**src/int8_matrix_vector_bias_scale_assert.svh**
```systemverilog
// Assertion macros for the int8 matrix-vector block.
// Used by the queue and back-end modules; no other dependencies.
`ifndef INT8_MATRIX_VECTOR_BIAS_SCALE_ASSERT_SVH
`define INT8_MATRIX_VECTOR_BIAS_SCALE_ASSERT_SVH

`ifndef NO_ASSERTIONS
// Property must hold at every clock edge outside reset
`define IMVBS_ASSERT(lbl, clk, rst, prop) \
   lbl: assert property (@(posedge clk) disable iff (rst) (prop)) \
      else $error("imvbs assertion failed");
// Expression must never be true outside reset
`define IMVBS_ASSERT_NEVER(lbl, clk, rst, expr) \
   lbl: assert property (@(posedge clk) disable iff (rst) !(expr)) \
      else $error("imvbs forbidden condition");
`else
`define IMVBS_ASSERT(lbl, clk, rst, prop)
`define IMVBS_ASSERT_NEVER(lbl, clk, rst, expr)
`endif

`endif

```
**src/imvbs_pkg.sv**
```systemverilog
// Shared constants and types for the int8 matrix-vector block.
// No dependencies.
package imvbs_pkg;

   // Field widths
   localparam int MAX_INPUTS = 1024;
   localparam int POS_W      = $clog2(MAX_INPUTS);
   localparam int ROW_W      = 12;
   localparam int DATA_W     = 8;
   localparam int SCALE_W    = 32;
   localparam int SUM_W      = 57;

   // Arithmetic widths
   localparam int MUL_W      = 2 * DATA_W;
   localparam int ACC_W      = 26;
   localparam int TOTAL_W    = ACC_W + 1;
   localparam int PROD_W     = TOTAL_W + SCALE_W;

   // Quantized value of an input of one, applied to the bias weight
   localparam logic signed [DATA_W-1:0] ACT_ONE  = 8'sd127;
   localparam logic signed [SUM_W-1:0]  SUM_MAX  = {1'b0, {(SUM_W-1){1'b1}}};
   localparam logic signed [SUM_W-1:0]  SUM_MIN  = {1'b1, {(SUM_W-1){1'b0}}};

   // Operation codes
   localparam logic OP_LOAD   = 1'b0;
   localparam logic OP_WEIGHT = 1'b1;

   // Queue between front and back
   localparam int FIFO_DEPTH = 4;
   localparam int FIFO_PTR_W = $clog2(FIFO_DEPTH);
   localparam int FIFO_CNT_W = FIFO_PTR_W + 1;

   // One weight item after its activation has been fetched
   typedef struct packed {
      logic                      row_end;
      logic signed [DATA_W-1:0]  weight;
      logic signed [DATA_W-1:0]  activation;
      logic signed [SCALE_W-1:0] row_scale;
   } entry_type;

   // Queue write side
   typedef struct packed {
      logic      push;
      entry_type entry;
   } push_type;

   // Queue read side status
   typedef struct packed {
      logic      empty;
      entry_type entry;
   } head_type;

endpackage

```
**src/imvbs_fifo.sv**
```systemverilog
// Short queue of fetched weight items between front and back end.
// Depends on imvbs_pkg and the assertion macro header.
`include "int8_matrix_vector_bias_scale_assert.svh"
module imvbs_fifo import imvbs_pkg::*; (
   input  logic     clock,
   input  logic     reset,
   input  push_type push_in,
   output logic     full,
   output head_type head,
   input  logic     pop
);

   entry_type             slots [FIFO_DEPTH];
   logic [FIFO_PTR_W-1:0] wr_ptr_ff, wr_ptr_in;
   logic [FIFO_PTR_W-1:0] rd_ptr_ff, rd_ptr_in;
   logic [FIFO_CNT_W-1:0] count_ff, count_in;

   assign full       = (count_ff == FIFO_CNT_W'(FIFO_DEPTH));
   assign head.empty = (count_ff == '0);
   assign head.entry = slots[rd_ptr_ff];

   // Pointer and occupancy update
   always_comb begin
      wr_ptr_in = wr_ptr_ff;
      rd_ptr_in = rd_ptr_ff;
      count_in  = count_ff;
      if (push_in.push) begin
         wr_ptr_in = wr_ptr_ff + 1'b1;
      end
      if (pop) begin
         rd_ptr_in = rd_ptr_ff + 1'b1;
      end
      case ({push_in.push, pop})
         2'b10:   count_in = count_ff + 1'b1;
         2'b01:   count_in = count_ff - 1'b1;
         default: count_in = count_ff;
      endcase
   end

   always_ff @(posedge clock) begin
      if (reset) begin
         wr_ptr_ff <= '0;
         rd_ptr_ff <= '0;
         count_ff  <= '0;
      end else begin
         wr_ptr_ff <= wr_ptr_in;
         rd_ptr_ff <= rd_ptr_in;
         count_ff  <= count_in;
      end
   end

   always_ff @(posedge clock) begin
      if (push_in.push) begin
         slots[wr_ptr_ff] <= push_in.entry;
      end
   end

   `IMVBS_ASSERT_NEVER(a_no_push_full, clock, reset, push_in.push && full)
   `IMVBS_ASSERT_NEVER(a_no_pop_empty, clock, reset, pop && head.empty)

endmodule

```
**config.mk**
```make
export PLATFORM = sky130hd
export DESIGN_NAME = imvbs_fifo
export DESIGN_NICKNAME = d
export VERILOG_FILES = /design/src/imvbs_pkg.sv /design/src/imvbs_fifo.sv
export VERILOG_INCLUDE_DIRS = /design/src /design/src/src
export SDC_FILE = /design/constraint.sdc
export NUM_CORES = 1
export LEC_CHECK = 0
export BUFFER_PORTS_ARGS = -buffer_cell sky130_fd_sc_hd__buf_4
export CAP_MARGIN = 5
export CORE_UTILIZATION = 52
export CTS_BUF_LIST = sky130_fd_sc_hd__clkbuf_16
export DETAILED_ROUTE_END_ITERATION = 10
export HOLD_SLACK_MARGIN = 0.06
export PLACE_DENSITY = 0.82
export SYNTH_ARGS = -nofsm -noshare
export SYNTH_HDL_FRONTEND = slang
export SYNTH_SLANG_ARGS = --single-unit
```
**constraint.sdc**
```tcl
create_clock -name clock -period 2.86 [get_ports clock]
set_input_delay 0.143 -clock clock [delete_from_list [all_inputs] [get_ports clock]]
set_output_delay 0.143 -clock clock [all_outputs]
set_load 0.01 [all_outputs]
```
==> impl_metrics.json <==
{
  "status": "finished clean",
  "synth_cell_types": 24,
  "fin_nets": 539,
  "setup.worst_path.end_class": "output port",
  "yosys_warnings": 0,
  "yosys-top-cells-area": "edfxtp_1 (78%), mux4_2 (14%), dfxtp_1 (2.4%)",
  "std_cell_rows": 43,
  "synth.avg_cell_area_sq_um": 24.8,
  "grt_max_degree": 38,
  "place_ws_ps": 877,
  "fp.dieH_um": 122,
  "period_minus_slack_ps": 2390,
  "cts_buffers": 20,
  "cts_repair_resize_count": 0,
  "synth_most_common_cell": "edfxtp_1",
  "viasPerCell": 5.37,
  "synth_xor_area_frac": 0.00582,
  "finalMaxSlewViolations": 0,
  "synth_compound_area_frac": 0.00200,
  "ff2ff_setup_slack_ps": 1150,
  "synth_top_family_by_area": "multiplexers",
  "wl_per_cell_um": 19.8,
  "netlist.area_leader.share": 0.782,
  "clock_path_buffers": 3,
  "worst_slack_ps": 475,
  "hold_viol_final": 0,
  "r2r-end": "slots[1][45]$_DFFE_PP_",
  "clkSinkCount": 205,
  "cts_hold_buf": 53,
  "r2r_cells": 4,
  "clk_latency_ps": 470,
  "synth_adder_area_share": 0.0110,
  "die_w_um": 122,
  "h-tree-depth": 1,
  "netlist_area_sq_mm": 0.00753,
  "syn_inst": 303,
  "finalSetupViolCount": 0,
  "cts_setup_buffers": 0,
  "grt_pass1_wl_um": 20700,
  "pin_count": 104,
  "fin_cells": 672,
  "vias": 3611,
  "grt_usage": 0.185,
  "synth_edf_count": 196,
  "async_reset_ff_frac": 0,
  "worstSetupEndpoint": "head[32]",
  "ant_nets": 0,
  "rsz0062_at_grt": "false",
  "die_area_sq_mm": 0.0150,
  "start_kind": "flip-flop",
  "tns_ps": 0,
  "crit_arrival_ps": 2240,
  "cp.required_ps": 2720,
  "vdd_drop_max_mv": 0.589,
  "portBuffers": 103,
  "gp_congestion": 0.722,
  "start_util": 0.538,
  "worst_slew_pin_slew_ps": 595,
  "drt_first_pass_iters": 4,
  "drc": 0,
  "path_class": "flip-flop to output port",
  "leakage_nw": 3.39,
  "drt_iter0_drc": 231,
  "crit_fanout": 28,
  "synthMuxAreaShare": 0.149,
  "wirelength_um": 13300,
  "placed_cells": 585,
  "drive_gt1_frac": 0.398,
  "fin_skew_ps": 8.92,
  "min_path_type": "primary input to flip-flop",
  "synth_top_area_cell": "edfxtp_1",
  "synth_common_cells": "edfxtp_1 (196), mux4_2 (47), dfxtp_1 (9)",
  "core_sq_mm": 0.0140,
  "n_antenna_cell": 0,
  "powerDensity_mw_per_mm2": 693,
  "clkTransAtPathRegs_ps": 60,
  "slew_headroom": 0.603,
  "syn_nets": 362,
  "antenna_found_initial": 0,
  "dp_hpwl_um": 8160,
  "cts_tree": "yes",
  "power.total_w": 0.00674,
  "ys_ff_latch": 205,
  "synthToLayoutAreaGrowth_pct": 29.1,
  "ys.flop_type": "edfxtp_1",
  "clockRootBuffer": "clkbuf_16",
  "synthSimpleGateAreaFrac": 0.0101,
  "fmax_mhz": 419,
  "maxCapViolCount": 0,
  "grt_pass1_vias": 3944,
  "reg2reg_from": "wr_ptr_ff[1]$_SDFFE_PP0P_",
  "grt_overflow": 0,
  "fillers": 848,
  "whs_ps": 422,
  "synth-seq-area-share": 0.806,
  "timing.final.crit_share": 0.834
}
[flip-flops by register name, indices dropped and copies added (netlist names), named ones only]
| register | flops |
|---|---|
| count_ff | 3 |
| rd_ptr_ff | 2 |
| slots | 196 |
| wr_ptr_ff | 2 |
[critical path: stages (launching register included)]
cell,delay (ps)
dfxtp_4,720
buf_4,350
mux4_2,540
buf_4,160
[where the power goes]
group	internal (W)	total (W)	switching, W
sequential	0.00344	0.00351	0.0000688
combinational	0.000424	0.000756	0.000332
clock	0.00147	0.00247	0.00100
total	0.00533	0.00674	0.00140
[placed cells by master, fill, tap and decap left out, types with 2 or more instances in the layout]
cell type      instances
xor2_1                 3
buf_4                111
and2_2                 4
xnor2_1                2
buf_12                 3
clkinv_1               3
nor2_1                 8
edfxtp_1             196
dlygate4sd3_1         53
clkbuf_16             22
a21oi_1                2
mux4_2                47
inv_1                  8
dfxtp_1                7
mux4_1                 2
ha_1                   5
clkinv_2               6
[how the worst min path moves through the flow]
stage / from / slack [ps] / to / cells after the start
6_report: push_in[3] / 420 / slots[3][3]$_DFFE_PP_ / 2
5_1_grt: push_in[9] / 410 / slots[0][9]$_DFFE_PP_ / 2
4_1_cts: push_in[8] / 410 / slots[2][8]$_DFFE_PP_ / 2
3_5_place_dp: push_in[41] / 350 / slots[3][41]$_DFFE_PP_ / 1
3_3_place_gp: push_in[38] / 340 / slots[0][38]$_DFFE_PP_ / 1
2_1_floorplan: push_in[0] / 240 / slots[0][0]$_DFFE_PP_ / 0
[area by class of cell]
class                   count  area (sq um)  share of cell area
repair buffers            167          1420               0.147
clock buffers              22           551              0.0567
well taps                 180           225              0.0232
inverters                   6          22.5             0.00232
flip-flops and latches    205          6070               0.625
clock inverters            12          78.8             0.00811
multi-input cells          80          1340               0.138
[stage by stage]
step,cell area [sq um],util
floorplan,7530,-
global placement,8560,0.612
detailed placement,8560,0.612
CTS,9720,0.695
global route,9720,0.695
finish,9720,0.695
[per-layer routing]
layer,track usage,part of all wire
met1,0.245,0.43
met2,0.323,0.51
met3,0.0349,0.056
met4,0.0381,0.0096
met5,0,0
[cells by family after synthesis]
group | after synthesis
AOI/OAI and AO/OA | 3
xor gates and xnor gates | 5
adders and majority gates | 6
buffers and inverters | 18
DFF | 205
muxes | 50
and+or+nand+nor | 16
Power figures use the tool's default switching activity.
