--- config.mk ---
export PLATFORM = sky130hd
export DESIGN_NAME = imvbs_back_flat
export DESIGN_NICKNAME = d
export VERILOG_FILES = /design/src/imvbs_pkg.sv /design/src/imvbs_ifs.sv /design/src/imvbs_back.sv /design/src/flat_wrapper.sv
export VERILOG_INCLUDE_DIRS = /design/src /design/src/src
export SDC_FILE = /design/constraint.sdc
export NUM_CORES = 2
export LEC_CHECK = 0
export BUFFER_PORTS_ARGS = -buffer_cell sky130_fd_sc_hd__clkbuf_2
export CORE_ASPECT_RATIO = 1.2
export CORE_MARGIN = 2
export CORE_UTILIZATION = 45
export CTS_BUF_LIST = sky130_fd_sc_hd__clkbuf_8
export CTS_CLUSTER_DIAMETER = 40
export DETAILED_ROUTE_END_ITERATION = 10
export PLACE_DENSITY = 0.62
export SYNTH_ARGS = -nofsm -noshare
export SYNTH_HDL_FRONTEND = slang
export SYNTH_SLANG_ARGS = --single-unit
--- constraint.sdc ---
create_clock -name clock -period 8.7 [get_ports clock]
set_input_delay 1.305 -clock clock [delete_from_list [all_inputs] [get_ports clock]]
set_output_delay 1.305 -clock clock [all_outputs]
set_load 0.02 [all_outputs]
--- src/int8_matrix_vector_bias_scale_assert.svh ---
// Assertion macros for the int8 matrix-vector block.
// Used by the queue and back-end modules; no other dependencies.
`ifndef INT8_MATRIX_VECTOR_BIAS_SCALE_ASSERT_SVH
`define INT8_MATRIX_VECTOR_BIAS_SCALE_ASSERT_SVH

`ifndef NO_ASSERTIONS
// Property must hold at every clock edge outside reset
`define IMVBS_ASSERT(lbl, clk, rst, prop) \
   lbl: assert property (@(posedge clk) disable iff (rst) (prop)) \
      else $error("imvbs assertion failed");
// Expression must never be true outside reset
`define IMVBS_ASSERT_NEVER(lbl, clk, rst, expr) \
   lbl: assert property (@(posedge clk) disable iff (rst) !(expr)) \
      else $error("imvbs forbidden condition");
`else
`define IMVBS_ASSERT(lbl, clk, rst, prop)
`define IMVBS_ASSERT_NEVER(lbl, clk, rst, expr)
`endif

`endif

--- src/imvbs_pkg.sv ---
// Shared constants and types for the int8 matrix-vector block.
// No dependencies.
package imvbs_pkg;

   // Field widths
   localparam int MAX_INPUTS = 1024;
   localparam int POS_W      = $clog2(MAX_INPUTS);
   localparam int ROW_W      = 12;
   localparam int DATA_W     = 8;
   localparam int SCALE_W    = 32;
   localparam int SUM_W      = 57;

   // Arithmetic widths
   localparam int MUL_W      = 2 * DATA_W;
   localparam int ACC_W      = 26;
   localparam int TOTAL_W    = ACC_W + 1;
   localparam int PROD_W     = TOTAL_W + SCALE_W;

   // Quantized value of an input of one, applied to the bias weight
   localparam logic signed [DATA_W-1:0] ACT_ONE  = 8'sd127;
   localparam logic signed [SUM_W-1:0]  SUM_MAX  = {1'b0, {(SUM_W-1){1'b1}}};
   localparam logic signed [SUM_W-1:0]  SUM_MIN  = {1'b1, {(SUM_W-1){1'b0}}};

   // Operation codes
   localparam logic OP_LOAD   = 1'b0;
   localparam logic OP_WEIGHT = 1'b1;

   // Queue between front and back
   localparam int FIFO_DEPTH = 4;
   localparam int FIFO_PTR_W = $clog2(FIFO_DEPTH);
   localparam int FIFO_CNT_W = FIFO_PTR_W + 1;

   // One weight item after its activation has been fetched
   typedef struct packed {
      logic                      row_end;
      logic signed [DATA_W-1:0]  weight;
      logic signed [DATA_W-1:0]  activation;
      logic signed [SCALE_W-1:0] row_scale;
   } entry_type;

   // Queue write side
   typedef struct packed {
      logic      push;
      entry_type entry;
   } push_type;

   // Queue read side status
   typedef struct packed {
      logic      empty;
      entry_type entry;
   } head_type;

endpackage

--- src/imvbs_ifs.sv ---


interface imvbs_rsp_if import imvbs_pkg::*; ();
   logic                    valid;
   logic                    ready;
   logic [ROW_W-1:0]        row_number;
   logic signed [SUM_W-1:0] scaled_sum;

   modport source (output valid, row_number, scaled_sum, input ready);
   modport sink (input valid, row_number, scaled_sum, output ready);
endinterface

--- src/imvbs_back.sv ---
// Back end: row accumulator, bias, scaling pipeline and result register.
// Depends on imvbs_pkg, imvbs_rsp_if and the assertion macro header.
`include "int8_matrix_vector_bias_scale_assert.svh"
module imvbs_back import imvbs_pkg::*; (
   input  logic       clock,
   input  logic       reset,
   input  head_type   head,
   output logic       pop,
   imvbs_rsp_if.source rsp_chan
);

   logic signed [ACC_W-1:0]   acc_ff, acc_in;
   logic [ROW_W-1:0]          row_cnt_ff, row_cnt_in;
   logic signed [MUL_W-1:0]   mul, bias_mul;

   // Stage A: biased total
   logic                      a_valid_ff, a_valid_in;
   logic signed [TOTAL_W-1:0] total_ff;
   logic signed [SCALE_W-1:0] scale_a_ff;
   logic [ROW_W-1:0]          row_a_ff;

   // Stage B: full product
   logic                      b_valid_ff, b_valid_in;
   logic signed [PROD_W-1:0]  prod_ff, prod_in;
   logic [ROW_W-1:0]          row_b_ff;

   // Result register
   logic                      out_valid_ff, out_valid_in;
   logic [ROW_W-1:0]          out_row_ff;
   logic signed [SUM_W-1:0]   out_sum_ff, sum_sat;

   logic out_free, b_adv, b_free, a_adv, a_free, pop_end, pop_mac;

   // Pipeline flow control
   assign out_free = !out_valid_ff || rsp_chan.ready;
   assign b_adv    = b_valid_ff && out_free;
   assign b_free   = !b_valid_ff || b_adv;
   assign a_adv    = a_valid_ff && b_free;
   assign a_free   = !a_valid_ff || a_adv;
   assign pop      = !head.empty && (!head.entry.row_end || a_free);
   assign pop_end  = pop && head.entry.row_end;
   assign pop_mac  = pop && !head.entry.row_end;

   // Products of the weight with its activation and with the bias input
   assign mul      = MUL_W'(head.entry.weight) * MUL_W'(head.entry.activation);
   assign bias_mul = MUL_W'(head.entry.weight) * MUL_W'(ACT_ONE);

   always_comb begin
      acc_in     = acc_ff;
      row_cnt_in = row_cnt_ff;
      if (pop_mac) begin
         acc_in = acc_ff + ACC_W'(mul);
      end else if (pop_end) begin
         acc_in     = '0;
         row_cnt_in = row_cnt_ff + 1'b1;
      end
   end

   // Valid bits of the scaling pipeline
   always_comb begin
      a_valid_in   = pop_end ? 1'b1 : (a_adv ? 1'b0 : a_valid_ff);
      b_valid_in   = a_adv ? 1'b1 : (b_adv ? 1'b0 : b_valid_ff);
      out_valid_in = b_adv ? 1'b1 : (rsp_chan.ready ? 1'b0 : out_valid_ff);
   end

   assign prod_in = total_ff * scale_a_ff;

   // Saturate the product to the result width
   always_comb begin
      if ((prod_ff[PROD_W-1:SUM_W-1] == '0) || (prod_ff[PROD_W-1:SUM_W-1] == '1)) begin
         sum_sat = prod_ff[SUM_W-1:0];
      end else if (prod_ff[PROD_W-1]) begin
         sum_sat = SUM_MIN;
      end else begin
         sum_sat = SUM_MAX;
      end
   end

   always_ff @(posedge clock) begin
      if (reset) begin
         acc_ff       <= '0;
         row_cnt_ff   <= '0;
         a_valid_ff   <= 1'b0;
         b_valid_ff   <= 1'b0;
         out_valid_ff <= 1'b0;
      end else begin
         acc_ff       <= acc_in;
         row_cnt_ff   <= row_cnt_in;
         a_valid_ff   <= a_valid_in;
         b_valid_ff   <= b_valid_in;
         out_valid_ff <= out_valid_in;
      end
   end

   // Pipeline payload
   always_ff @(posedge clock) begin
      if (pop_end) begin
         total_ff   <= TOTAL_W'(acc_ff) + TOTAL_W'(bias_mul);
         scale_a_ff <= head.entry.row_scale;
         row_a_ff   <= row_cnt_ff;
      end
      if (a_adv) begin
         prod_ff  <= prod_in;
         row_b_ff <= row_a_ff;
      end
      if (b_adv) begin
         out_sum_ff <= sum_sat;
         out_row_ff <= row_b_ff;
      end
   end

   assign rsp_chan.valid      = out_valid_ff;
   assign rsp_chan.row_number = out_row_ff;
   assign rsp_chan.scaled_sum = out_sum_ff;

   `IMVBS_ASSERT(a_acc_clear, clock, reset, pop_end |=> (acc_ff == '0))
   `IMVBS_ASSERT(a_stage_hold, clock, reset, (a_valid_ff && !b_free) |=> a_valid_ff)

endmodule

--- src/flat_wrapper.sv ---
// flat-port wrapper written by rule: the top's interface ports become plain ports
module imvbs_back_flat import imvbs_pkg::*;
  (clock, reset, head, pop, rsp_chan_valid, rsp_chan_row_number, rsp_chan_scaled_sum, rsp_chan_ready);
  imvbs_rsp_if rsp_chan_i ();
  input  logic clock;
  input  logic reset;
  input  head_type head;
  output logic pop;
  output wire logic [$bits(rsp_chan_i.valid)-1:0] rsp_chan_valid;
  output wire logic [$bits(rsp_chan_i.row_number)-1:0] rsp_chan_row_number;
  output wire logic [$bits(rsp_chan_i.scaled_sum)-1:0] rsp_chan_scaled_sum;
  input wire logic [$bits(rsp_chan_i.ready)-1:0] rsp_chan_ready;
  assign rsp_chan_valid = rsp_chan_i.valid;
  assign rsp_chan_row_number = rsp_chan_i.row_number;
  assign rsp_chan_scaled_sum = rsp_chan_i.scaled_sum;
  assign rsp_chan_i.ready = rsp_chan_ready;
  imvbs_back u_core (.clock(clock), .reset(reset), .head(head), .pop(pop), .rsp_chan(rsp_chan_i));
endmodule
==> impl_metrics.json <==
{
  "avgSynthCellArea_sq_um": 9.87,
  "wl_per_cell_um": 18.4,
  "cp.required_ns": 9.16,
  "die_area_sq_mm": 0.106,
  "ys_async_sr_fraction": 0,
  "final_layout_size_suffix_gt1_frac": 0.0727,
  "maxCapViolCount": 0,
  "worst-path-max-fanout": 17,
  "fillers": 9686,
  "fp-row-count": 129,
  "first_pass_iters": 5,
  "syn_inst": 4720,
  "start_util": 0.453,
  "final-hold-violation-count": 0,
  "skew_ns": 0.0629,
  "worstHoldPathType": "flop to flop",
  "final_max_slew_viol_count": 0,
  "cts.clk_slew.worst_paths_ns": 0.07,
  "fin_setup_tns_ns": 0,
  "die_x_um": 298,
  "drtAntennaViolNets": 0,
  "grt_max_degree": 57,
  "vias": 31100,
  "tightestPinTransition_ns": 1.09,
  "first_global_vias": 34900,
  "htree_num_levels": 2,
  "startpoint_type": "flop",
  "synthDistinctLibCells": 78,
  "synth-edff-count": 211,
  "status": "finished, final reports clean",
  "numClockSinks": 252,
  "synth_seq_cells": 252,
  "rsz0062_at_grt": "no",
  "grt_use_total": 0.229,
  "area_delta_synth_final_pct": 7.57,
  "drt-initial-drc-count": 1492,
  "port_buffers": 123,
  "syn_nets": 6130,
  "setup_viol": 0,
  "fin_crit_ns": 8.34,
  "ys_warn_count": 0,
  "fin_nets": 6223,
  "synthesis.area_sq_mm": 0.0466,
  "dp_hpwl_um": 96400,
  "cts_buffers": 52,
  "final_common_cell": "inv_1",
  "fin_crit_sh": 0.958,
  "grt_overflow": 0,
  "clock_latency_ns": 0.74,
  "io_pins": 124,
  "fp.coreArea_sq_mm": 0.103,
  "worstSetupPathType": "flop to flop",
  "worstPathArrival_ns": 8.79,
  "layout_common_cells": "1207 x inv_1, 1054 x fa_1, 667 x nand2_1",
  "cp-end-kind": "flop",
  "drc": 0,
  "drt-total-wl_um": 115000,
  "antenna_found_initial": 6,
  "ys_seq_area_frac": 0.154,
  "vias_per_cell": 4.99,
  "place_congestion": 0.897,
  "grt_pass1_wl_um": 188000,
  "fmax_mhz": 120,
  "cts_tree": "done",
  "die_y_um": 356,
  "cts_buffer_depth": 3,
  "synth_ff_type": "edfxtp_1",
  "cts_root_buf": "clkbuf_8",
  "max-slew-margin-rel": 0.275
}
==> repair_timing <==
action                     in CTS  in global routing
gates resized for setup         0                  0
setup buffers                   0                  7
hold buffers                    0                  0
setup endpoints to repair       0                  3
==> synth_stat cells, drive strengths merged, types with 3 or more instances <==
cell type / n / area [sq um]
inv: 1197 / 4490
a21boi: 4 / 30.0
ha: 303 / 3790
clkbuf: 187 / 702
nand2b: 16 / 100
nand2: 668 / 2510
dfxtp: 41 / 821
o31ai: 3 / 27.5
or3: 5 / 31.3
o21bai: 25 / 188
a211oi: 5 / 37.5
a31o: 5 / 43.8
and3: 12 / 80.1
xor2: 43 / 377
o21ai: 43 / 215
o2111ai: 3 / 26.3
o211ai: 9 / 72.6
or2: 15 / 93.8
a31oi: 12 / 87.6
and2: 398 / 2490
buf: 6 / 25.0
nor2: 107 / 404
nor2b: 13 / 88.8
a22oi: 16 / 120
o41ai: 3 / 41.3
a21oi: 97 / 504
a221oi: 3 / 32.5
a211o: 4 / 35.0
nor3: 12 / 60.1
a2111oi: 4 / 41.3
edfxtp: 211 / 6340
xnor2: 83 / 727
fa: 1054 / 21100
a32oi: 3 / 26.3
o21a: 15 / 113
nand4: 11 / 75.1
nand3: 21 / 105
a21o: 32 / 240
a22o: 4 / 35.0
==> metrics by stage <==
step / instances / instance area (sq um) / utilization / hold slack, ns / setup slack (ns)
floorplan: 4720 / 46600 / - / 0.400 / 1.46
global placement: 6127 / 49000 / 0.477 / 0.403 / 0.407
detailed placement: 6127 / 49000 / 0.477 / 0.405 / 0.397
CTS: 6222 / 50000 / 0.487 / 0.412 / 0.354
global route: 6233 / 50100 / 0.487 / 0.413 / 0.00893
finish: 6235 / 50100 / 0.487 / 0.413 / 0.362
==> area by class of cell <==
| cell class | instances | area (sq um) | share of cell area |
|---|---|---|---|
| multi-input combinational | 3077 | 34200 | 0.683 |
| sequential | 252 | 7160 | 0.143 |
| inverter | 1198 | 4500 | 0.0897 |
| tap | 1375 | 1720 | 0.0343 |
| timing repair buffer | 232 | 1440 | 0.0288 |
| clock buffer | 55 | 757 | 0.0151 |
| clock inverter | 40 | 283 | 0.00564 |
| antenna | 6 | 15.0 | 0.000300 |
==> flip-flops by register name, indices dropped and copies added, names as in the netlist <==
signal / count
u_core.prod_ff: 59
u_core.total_ff: 27
u_core.row_cnt_ff: 12
u_core.row_a_ff: 12
u_core.row_b_ff: 12
u_core.rsp_chan.row_number: 12
u_core.a_valid_ff: 1
u_core.scale_a_ff: 32
u_core.acc_ff: 26
u_core.rsp_chan.valid: 1
u_core.rsp_chan.scaled_sum: 57
u_core.b_valid_ff: 1
==> final timing paths <==
kind	slack (ns)	cells after the start	start	to
worst max-delay path	0.36	25	u_core.total_ff[12]	u_core.prod_ff[56]
worst min-delay path	0.41	0	u_core.row_a_ff[4]	u_core.row_b_ff[4]
worst max register to register	0.36	25	u_core.total_ff[12]	u_core.prod_ff[56]
worst min register to register	0.41	0	u_core.row_a_ff[4]	u_core.row_b_ff[4]
==> metal layers <==
layer / up-vias / share of wire / track usage / routed length, um
met1: 16100 / 0.38 / 0.265 / 43100
met4: 4 / 0.049 / 0.0979 / 5560
met3: 251 / 0.058 / 0.0399 / 6660
li1: 14000 / - / - / -
met5: - / 0.00017 / 0 / 20
met2: 780 / 0.52 / 0.416 / 59200
==> kinds of logic (layout without fill, tap and decap cells) <==
family,Yosys count,count (layout),share of synthesized area
compound gates,307,307,0.0450
xor+xnor,126,126,0.0237
fa+ha+maj,1357,1357,0.534
buf+inv,1391,1525,0.112
flops,252,252,0.154
mux,2,2,0.000430
other cells,0,6,0
simple gates,1285,1285,0.131
==> worst max-delay path, cell delays in order (launching register included) <==
cell	delay, ns
edfxtp_1	0.98
buf_4	0.41
nand2_1	0.12
fa_1	0.46
inv_1	0.07
fa_1	0.40
inv_1	0.07
fa_1	0.45
fa_1	0.52
inv_1	0.05
fa_1	0.49
fa_1	0.49
inv_1	0.05
fa_1	0.47
inv_1	0.05
ha_1	0.33
o211ai_1	0.25
nor3_1	0.49
nand3_1	0.23
a31oi_1	0.43
buf_4	0.23
o32ai_2	0.12
o41ai_2	0.47
a21oi_2	0.15
o21ai_1	0.19
xor2_1	0.08
Power is not shown: default switching activity piles up to over one toggle a cycle in this logic, so the estimate is an artifact.
